### src/point_in_polygon_test_defines.svh
// ---------------------------------------------------------------------------
// point_in_polygon_test_defines
// Assertion macros shared by the point-in-polygon RTL.
// ---------------------------------------------------------------------------
`ifndef POINT_IN_POLYGON_TEST_DEFINES_SVH
`define POINT_IN_POLYGON_TEST_DEFINES_SVH
`ifndef SYNTH
`define PIP_ASSERT(lbl, prop, msg) \
  lbl: assert property (@(posedge clk) disable iff (!rst_n) prop) else $error(msg);
`define PIP_ASSERT_NEXT(lbl, ante, cons, msg) \
  lbl: assert property (@(posedge clk) disable iff (!rst_n) (ante) |=> (cons)) else $error(msg);
`else
`define PIP_ASSERT(lbl, prop, msg)
`define PIP_ASSERT_NEXT(lbl, ante, cons, msg)
`endif
`endif

### src/pip_pkg.sv
// ---------------------------------------------------------------------------
// pip_pkg
// Sizes, command codes and controller/datapath interface types.
// ---------------------------------------------------------------------------
package pip_pkg;

  localparam int MAX_VERTICES = 64;
  localparam int COORD_WIDTH  = 16;
  localparam int IN_W         = 16;
  localparam int CMD_W        = 2;
  localparam int OUT_CNT_W    = 7;
  localparam int IDX_W        = $clog2(MAX_VERTICES);
  localparam int CNT_W        = $clog2(MAX_VERTICES + 1);
  localparam int DIFF_W       = COORD_WIDTH + 1;
  localparam int PROD_W       = 2 * DIFF_W;

  localparam logic [CMD_W-1:0] CMD_CLEAR  = 2'd0;
  localparam logic [CMD_W-1:0] CMD_APPEND = 2'd1;
  localparam logic [CMD_W-1:0] CMD_QUERY  = 2'd2;

  typedef logic signed [COORD_WIDTH-1:0] coord_t;
  typedef logic signed [DIFF_W-1:0]      diff_t;
  typedef logic signed [PROD_W-1:0]      prod_t;
  typedef logic [IDX_W-1:0]              idx_t;
  typedef logic [CNT_W-1:0]              cnt_t;

  localparam cnt_t MAX_CNT = cnt_t'(MAX_VERTICES);

  typedef struct packed {
    logic clear;
    logic append;
    logic start;
    logic rd_en;
    idx_t rd_addr;
    logic close;
    logic load_out;
  } pip_cmd_t;

  typedef struct packed {
    cnt_t vcount;
    logic busy;
    logic out_free;
  } pip_sts_t;

endpackage

### src/pip_dp.sv
// ---------------------------------------------------------------------------
// pip_dp
// Vertex memory, edge walk pipeline (diff, multiply, compare), crossing
// counter, overflow flag and the result register.
// ---------------------------------------------------------------------------
`include "point_in_polygon_test_defines.svh"

module pip_dp (
  input  logic                                   clk,
  input  logic                                   rst_n,
  input  logic signed [pip_pkg::IN_W-1:0]        in_coord_x,
  input  logic signed [pip_pkg::IN_W-1:0]        in_coord_y,
  input  pip_pkg::pip_cmd_t                      cmd,
  output pip_pkg::pip_sts_t                      sts,
  input  logic                                   out_ready,
  output logic                                   out_valid,
  output logic                                   out_inside_res,
  output logic [pip_pkg::OUT_CNT_W-1:0]          out_crossings,
  output logic                                   out_overflow
);

  pip_pkg::coord_t cx, cy;
  pip_pkg::coord_t mem_x [pip_pkg::MAX_VERTICES];
  pip_pkg::coord_t mem_y [pip_pkg::MAX_VERTICES];

  pip_pkg::cnt_t   vcount_r, vcount_nxt;
  logic            ovf_r, ovf_nxt;
  logic            full;

  pip_pkg::coord_t rd_x_r, rd_y_r;
  logic            rvalid_r, rfirst_r, close_r;
  pip_pkg::coord_t first_x_r, first_y_r, prev_x_r, prev_y_r, px_r, py_r;
  pip_pkg::coord_t cur_x, cur_y;
  logic            ev, straddle;

  pip_pkg::diff_t  a_r, b_r, c_r, dy_r;
  logic            s1_v_r;
  pip_pkg::prod_t  lhs_r, rhs_r;
  logic            s2_v_r, s2_dpos_r;
  logic            hit;
  pip_pkg::cnt_t   count_r;

  logic                          out_valid_r;
  logic                          out_inside_r, out_ovf_r;
  logic [pip_pkg::OUT_CNT_W-1:0] out_cnt_r;

  assign cx   = pip_pkg::coord_t'(in_coord_x);
  assign cy   = pip_pkg::coord_t'(in_coord_y);
  assign full = (vcount_r == pip_pkg::MAX_CNT);

  // vertex table bookkeeping
  always_comb begin
    vcount_nxt = vcount_r;
    ovf_nxt    = ovf_r;
    if (cmd.clear) begin
      vcount_nxt = '0;
      ovf_nxt    = 1'b0;
    end else if (cmd.append) begin
      if (full) begin
        ovf_nxt = 1'b1;
      end else begin
        vcount_nxt = vcount_r + pip_pkg::cnt_t'(1);
      end
    end
  end

  always_ff @(posedge clk) begin
    if (!rst_n) begin
      vcount_r <= '0;
      ovf_r    <= 1'b0;
    end else begin
      vcount_r <= vcount_nxt;
      ovf_r    <= ovf_nxt;
    end
  end

  always_ff @(posedge clk) begin
    if (cmd.append && !full) begin
      mem_x[vcount_r[pip_pkg::IDX_W-1:0]] <= cx;
      mem_y[vcount_r[pip_pkg::IDX_W-1:0]] <= cy;
    end
  end

  always_ff @(posedge clk) begin
    if (cmd.rd_en) begin
      rd_x_r <= mem_x[cmd.rd_addr];
      rd_y_r <= mem_y[cmd.rd_addr];
    end
  end

  always_ff @(posedge clk) begin
    if (!rst_n) begin
      rvalid_r <= 1'b0;
      rfirst_r <= 1'b0;
      close_r  <= 1'b0;
    end else begin
      rvalid_r <= cmd.rd_en;
      rfirst_r <= cmd.rd_en && (cmd.rd_addr == '0);
      close_r  <= cmd.close;
    end
  end

  always_ff @(posedge clk) begin
    if (cmd.start) begin
      px_r <= cx;
      py_r <= cy;
    end
    if (rvalid_r) begin
      prev_x_r <= rd_x_r;
      prev_y_r <= rd_y_r;
      if (rfirst_r) begin
        first_x_r <= rd_x_r;
        first_y_r <= rd_y_r;
      end
    end
  end

  // closing edge runs from the last vertex back to the first
  assign ev       = (rvalid_r && !rfirst_r) || close_r;
  assign cur_x    = close_r ? first_x_r : rd_x_r;
  assign cur_y    = close_r ? first_y_r : rd_y_r;
  assign straddle = ((prev_y_r <= py_r) && (cur_y > py_r)) ||
                    ((prev_y_r > py_r) && (cur_y <= py_r));

  always_ff @(posedge clk) begin
    a_r  <= pip_pkg::diff_t'(py_r)  - pip_pkg::diff_t'(prev_y_r);
    b_r  <= pip_pkg::diff_t'(cur_x) - pip_pkg::diff_t'(prev_x_r);
    c_r  <= pip_pkg::diff_t'(px_r)  - pip_pkg::diff_t'(prev_x_r);
    dy_r <= pip_pkg::diff_t'(cur_y) - pip_pkg::diff_t'(prev_y_r);
    lhs_r     <= a_r * b_r;
    rhs_r     <= c_r * dy_r;
    s2_dpos_r <= (dy_r > pip_pkg::diff_t'(0));
  end

  always_ff @(posedge clk) begin
    if (!rst_n) begin
      s1_v_r <= 1'b0;
      s2_v_r <= 1'b0;
    end else begin
      s1_v_r <= ev && straddle;
      s2_v_r <= s1_v_r;
    end
  end

  assign hit = s2_v_r && (s2_dpos_r ? (lhs_r > rhs_r) : (lhs_r < rhs_r));

  always_ff @(posedge clk) begin
    if (cmd.start) begin
      count_r <= '0;
    end else if (hit) begin
      count_r <= count_r + pip_pkg::cnt_t'(1);
    end
  end

  // result register
  always_ff @(posedge clk) begin
    if (!rst_n) begin
      out_valid_r <= 1'b0;
    end else if (cmd.load_out) begin
      out_valid_r <= 1'b1;
    end else if (out_ready) begin
      out_valid_r <= 1'b0;
    end
  end

  always_ff @(posedge clk) begin
    if (cmd.load_out) begin
      out_inside_r <= count_r[0];
      out_cnt_r    <= pip_pkg::OUT_CNT_W'(count_r);
      out_ovf_r    <= ovf_r;
    end
  end

  assign out_valid      = out_valid_r;
  assign out_inside_res = out_inside_r;
  assign out_crossings  = out_cnt_r;
  assign out_overflow   = out_ovf_r;

  assign sts.vcount   = vcount_r;
  assign sts.busy     = rvalid_r | close_r | s1_v_r | s2_v_r;
  assign sts.out_free = !out_valid_r || out_ready;

  `PIP_ASSERT(a_vcount_max, vcount_r <= pip_pkg::MAX_CNT, "vertex count above table size")
  `PIP_ASSERT(a_ovf_rise, $rose(ovf_r) |-> ($past(vcount_r) == pip_pkg::MAX_CNT), "overflow set with room left")
  `PIP_ASSERT(a_close_gap, !(close_r && rvalid_r), "closing edge overlaps a vertex read")

endmodule

### config.mk
export PLATFORM = sky130hd
export DESIGN_NAME = pip_dp
export DESIGN_NICKNAME = d
export VERILOG_FILES = /design/src/pip_pkg.sv /design/src/pip_dp.sv
export VERILOG_INCLUDE_DIRS = /design/src /design/src/src
export SDC_FILE = /design/constraint.sdc
export NUM_CORES = 2
export LEC_CHECK = 0
export BUFFER_PORTS_ARGS = -buffer_cell sky130_fd_sc_hd__buf_4
export CAP_MARGIN = 20
export CORE_MARGIN = 2
export CORE_UTILIZATION = 30
export DETAILED_ROUTE_END_ITERATION = 7
export GPL_TIMING_DRIVEN = 1
export PLACE_DENSITY = 0.55
export SETUP_SLACK_MARGIN = 0.5
export SYNTH_ARGS = -nofsm -noshare
export SYNTH_HDL_FRONTEND = slang
export SYNTH_SLANG_ARGS = --single-unit
### constraint.sdc
create_clock -name clk -period 14.51 [get_ports clk]
set_input_delay 2.1765 -clock clk [delete_from_list [all_inputs] [get_ports clk]]
set_output_delay 2.1765 -clock clk [all_outputs]
set_load 0.01 [all_outputs]
======== Word level (Yosys, flattened, before mapping) ========
Memory sizes are Yosys's and may differ from the RTL's. A register that Yosys moved wholly into a read port is not among the register bits.
Index checks and enable logic that the tools add are counted.
operators by class
  $add $sub $neg .......................... 6
  $mul .................................... 2
  order comparisons ....................... 7
  equality and inequality tests ........... 1
  multiplexer cells ....................... 7
  bitwise operators ....................... 5
  reduce and logical (&&, ||, !) cells .... 19
operators by type and width
  kind                 count
  $mul 17x17->34       2
  $sub 16x16->17       4
  $gt 34x34->1         1
  $lt 34x34->1         1
  $gt 16x16->1         2
  $le 16x16->1         2
  $mux 16              2
  $gt 17x1->1 const B  1
  $add 7x1->7 const B  2
  $eq 7x7->1 const B   1
  $logic_and 1x1->1    7
  $logic_not 6->1      1
  $reduce_and 2->1     3
  $mux 1               5
  $logic_not 1->1      3
  $logic_or 1x1->1     3
  $or 1x1->1           3
  $not 1->1            2
  $reduce_bool 2->1    1
  $reduce_or 2->1      1
storage, ports and cells
  register bits ........................... 263
  bits in writable memories ............... 2048
  input port bits ......................... 47
  output and inout bits ................... 19
  logic and storage cells ................. 74
  memories ................................ 2
memories
  memory  words  width  read ports  clocked after Yosys merged registers in  wr ports  line          RTL
  mem_x   64     16     1           1                                        1         pip_dp.sv:23  pip_pkg::coord_t mem_x [pip_pkg::MAX_VERTICES];
  mem_y   64     16     1           1                                        1         pip_dp.sv:24  pip_pkg::coord_t mem_y [pip_pkg::MAX_VERTICES];

======== Logic depth before layout (Yosys ltp) ========
  depth after elaboration ................. 5
  depth in mapped cells ................... 23
  gate-level depth less buffers ........... 22

======== Worst setup path before layout ========
Ideal clock, no wire load.
  path type ............................... register to register
  from .................................... reg a_r[16]
  to ...................................... reg lhs_r[33]
  library setup time ...................... 0.096 ns
  data arrival time ....................... 6.007 ns
  path slack .............................. 8.407 ns
  stages on the path, launching flop included .. 20
  buffers on the path ..................... 1
  period minus slack after synthesis ...... 6.103 ns
  cell sequence ........................... dfxtp_1 > clkbuf_1 > nand2_1 > inv_1 > fa_1 > fa_1 > fa_1 > fa_1 > fa_1 > inv_1 > fa_1 > inv_1 > ha_1 > and3_1 > a222oi_1 > nor3b_1 > a21o_2 > o21a_1 > mux2i_1 > nor4b_1
on the way
  word-level cells in the longest chain between the ends .. 1
ends and longest elaborated chain
  item                    line           RTL
  from (decl)             pip_dp.sv:36   pip_pkg::diff_t a_r, b_r, c_r, dy_r;
  from (signal assigned)  pip_dp.sv:126  a_r <= pip_pkg::diff_t'(py_r) - pip_pkg::diff_t'(prev_y_r);
  $mul 17x17->34          pip_dp.sv:130  lhs_r <= a_r * b_r;
  to (signal assigned)    pip_dp.sv:130
  to (decl)               pip_dp.sv:38   pip_pkg::prod_t lhs_r, rhs_r;
No other way between the ends.
A chain may end at the register's enable or synchronous reset.

======== Worst setup path in the final report ========
  from .................................... reg b_r[2]
  to ...................................... reg lhs_r[33]
on the way
  word-level cells in the longest chain between the ends .. 1
ends and longest elaborated chain
  item                    line           RTL
  from (decl)             pip_dp.sv:36
  from (signal assigned)  pip_dp.sv:127  b_r <= pip_pkg::diff_t'(cur_x) - pip_pkg::diff_t'(prev_x_r);
  $mul 17x17->34          pip_dp.sv:130
No other way between the ends.

==> out/qor.csv <==
metric;value;unit
Main synth FF type;edfxtp_1;
r2r endpoint;lhs_r[33]$_DFF_P_;
area post-placement;119000;µm²
Hold WS;0.4554;ns
antenna violations before repair;16;
gpl congestion;0.8135;
via count;56659;
cell type with the largest total area after synthesis;edfxtp_1;
worst setup path endpoint;lhs_r[33]$_DFF_P_;
Clk pin slew, worst setup/hold paths;0.06;ns
Adder-Cell Fraction of Synth Area;13.87;%
Hold Buf Count CTS;0;
GRT Total Usage;14.86;%
CTS sink cnt;2342;
Unique masters post-synth;81;
Worst R2R Setup Slack;7.80;ns
fraction of layout cells with a size suffix above 1;19.73;%
proportion of synthesized area in mux cells;13.88;%
vias per inst;4.813;
main combinational cell family by area after synthesis;multiplexers;
clock root cell;clkbuf_16;
Ys Warns;0;
post-DP HPWL;177.1;mm
post-route design area;127700;µm²
clock buffer depth;4;
Seq. cell area;68750;µm²
Reg2Reg Depth;19;
Compound-Gate Fraction of Synth Area;1.902;%
critical path type;reg -> reg;
Worst Tran Pin Value;1.160;ns
drt initial violations;4706;
status;finished clean;
relative slew slack;22.43;%
WP data required;15.26;ns
wirelength, routed;282.1;mm
XOR/XNOR Fraction of Synth Area;0.8683;%
core footprint;371900;µm²
CTS buffer count;263;
Initial Util;30.11;%
crit-path max FO;17;
PortBufs;65;
total congestion overflow;0;
setup TNS;0;ns
Die Y;614.9;µm
final clock skew;0.06372;ns
first-pass GRT wire length;418.4;mm
DR pass1 iterations;7;
# Post-CTS Setup Buffers;0;
Crit. Startpoint;b_r[2]$_DFF_P_;
Post-Syn Area;112000;µm²
drt drc;0;
max_cap viols;0;
top cells by area, synth;edfxtp_1 59%, mux4_2 14%, fa_1 11%;
fillers;34944;
synth cell count leaders;2184 x edfxtp_1, 751 x inv_1, 672 x mux4_2, 596 x fa_1, 312 x nand2_1;
number of global-route vias before repair;60940;
clock latency on the worst-skew pair;0.87;ns
Die W;614.9;µm
Setup crit end kind;flip-flop;
CTS tree;yes;
Nets;7515;
area grow syn2layout;14.09;%
Wirelength per Cell;23.96;µm
CP Launch Type;flip-flop;
final worst path period share;46.22;%
Synth Register Bits;2342;
Post-synth EDFFs;2184;
Critical Path AT;7.46;ns
largest net degree at the start of global routing;152;
fmax;149.1;MHz
Rows;224;
Yosys top cell area share;58.57;%
simple-gate share of the synthesized area;4.650;%
Synth Net Count;7327;
IO Count;66;
Die ar.;378100;µm²
reg2reg start;b_r[2]$_DFF_P_;
final setup fails;0;
Tmin final;6.706;ns
ys async rst share;0;%
Synth Instances;6396;
Fin. Hold Viols;0;
max-slew violations;0;
number of H-tree levels;5;
syn_area_per_cell;17.51;µm²
most frequent cell after synthesis;edfxtp_1;
remaining antenna violation count;0;
area occupied by multi-input gates;39870;µm²
Layout Utilization;34.35;%
RSZ-0062 raised after global routing;false;
Worst Hold Class;reg -> reg;
post-synthesis sequential area ratio;61.40;%
CTS resizes;0;
hold path startpoint;count_r[6]$_SDFFE_PP0P_;
sequential cells by signal, indices dropped and copies added (netlist names), 17 cells and up:
| register | flops |
|---|---|
| lhs_r | 34 |
| dy_r | 17 |
| mem_y | 1024 |
| mem_x | 1024 |
| c_r | 17 |
| a_r | 17 |
| b_r | 17 |
| rhs_r | 34 |
per-layer routing:
| layer | global-route usage [%] | routed length [µm] | share of wire, % | up-vias |
|---|---|---|---|---|
| met5 | 0 | 48 | 0.017 | - |
| met4 | 3.626 | 6614 | 2.3 | 8 |
| met3 | 2.281 | 14600 | 5.2 | 361 |
| met2 | 25.93 | 144000 | 51 | 1478 |
| met1 | 19.32 | 116900 | 41 | 30628 |
| li1 | - | - | - | 24184 |
per-stage QoR:
stage	worst slack (ns)	std cells
3_5_place_dp	7.819	11291
4_1_cts	7.802	11760
5_1_grt	7.324	11767
3_3_place_gp	7.848	11291
6_report	7.804	11773
2_1_floorplan	8.407	6396
worst min path at each step:
stage	endpoint	slack (ns)	depth (start not counted)
6_report	out_crossings[6]$_DFFE_PP_	0.46	0
2_1_floorplan	out_overflow$_DFFE_PP_	0.41	0
3_3_place_gp	out_crossings[6]$_DFFE_PP_	0.44	0
4_1_cts	s2_v_r$_SDFF_PN0_	0.46	1
3_5_place_dp	s2_v_r$_SDFF_PN0_	0.44	1
5_1_grt	out_crossings[6]$_DFFE_PP_	0.47	0
critical path, cell delays in order, from the launching register on:
cell      delay, ns
dfxtp_1        0.72
nand2_1        0.21
inv_1          0.16
fa_1           0.55
fa_1           0.86
fa_1           0.52
fa_1           0.50
fa_1           0.50
inv_1          0.05
fa_1           0.48
inv_1          0.05
ha_1           0.35
nand3_1        0.13
nor2_1         0.09
a222oi_1       0.46
nor3b_1        0.24
a21o_2         0.18
o21a_1         0.19
mux2i_1        0.09
nor4b_1        0.28
cells by family (layout without fill, tap and decap cells):
group           after synthesis  in the layout
xor+xnor                    111            111
buf+inv                     996           1388
simple gates               1038           1038
other cells                   0             13
flops                      2342           2342
compound gates              316            316
fa+ha+maj                   884            884
mux                         709            709
layout by cell type, fill, tap and decap left out, types with 87 or more instances in the layout:
| cell type | instances |
|---|---|
| and2_1 | 307 |
| buf_4 | 159 |
| clkbuf_16 | 267 |
| dfxtp_1 | 156 |
| edfxtp_1 | 2184 |
| fa_1 | 596 |
| ha_1 | 288 |
| inv_1 | 751 |
| mux4_2 | 672 |
| nand2_1 | 312 |
| nor2_1 | 121 |
| xnor2_1 | 87 |
cell type report:
cell class / count / share of cell area, %
clock buffers: 319 / 5.454
clock inverters: 150 / 1.360
repair buffers: 168 / 1.059
diodes: 13 / 0.02547
flip-flops and latches: 2342 / 53.82
inverters: 751 / 2.207
multi-input cells: 3058 / 31.21
well taps: 4972 / 4.870
Power is left out: the tool's default activity adds up to more than one toggle a clock period on the data nets, which glitch-free logic cannot reach.
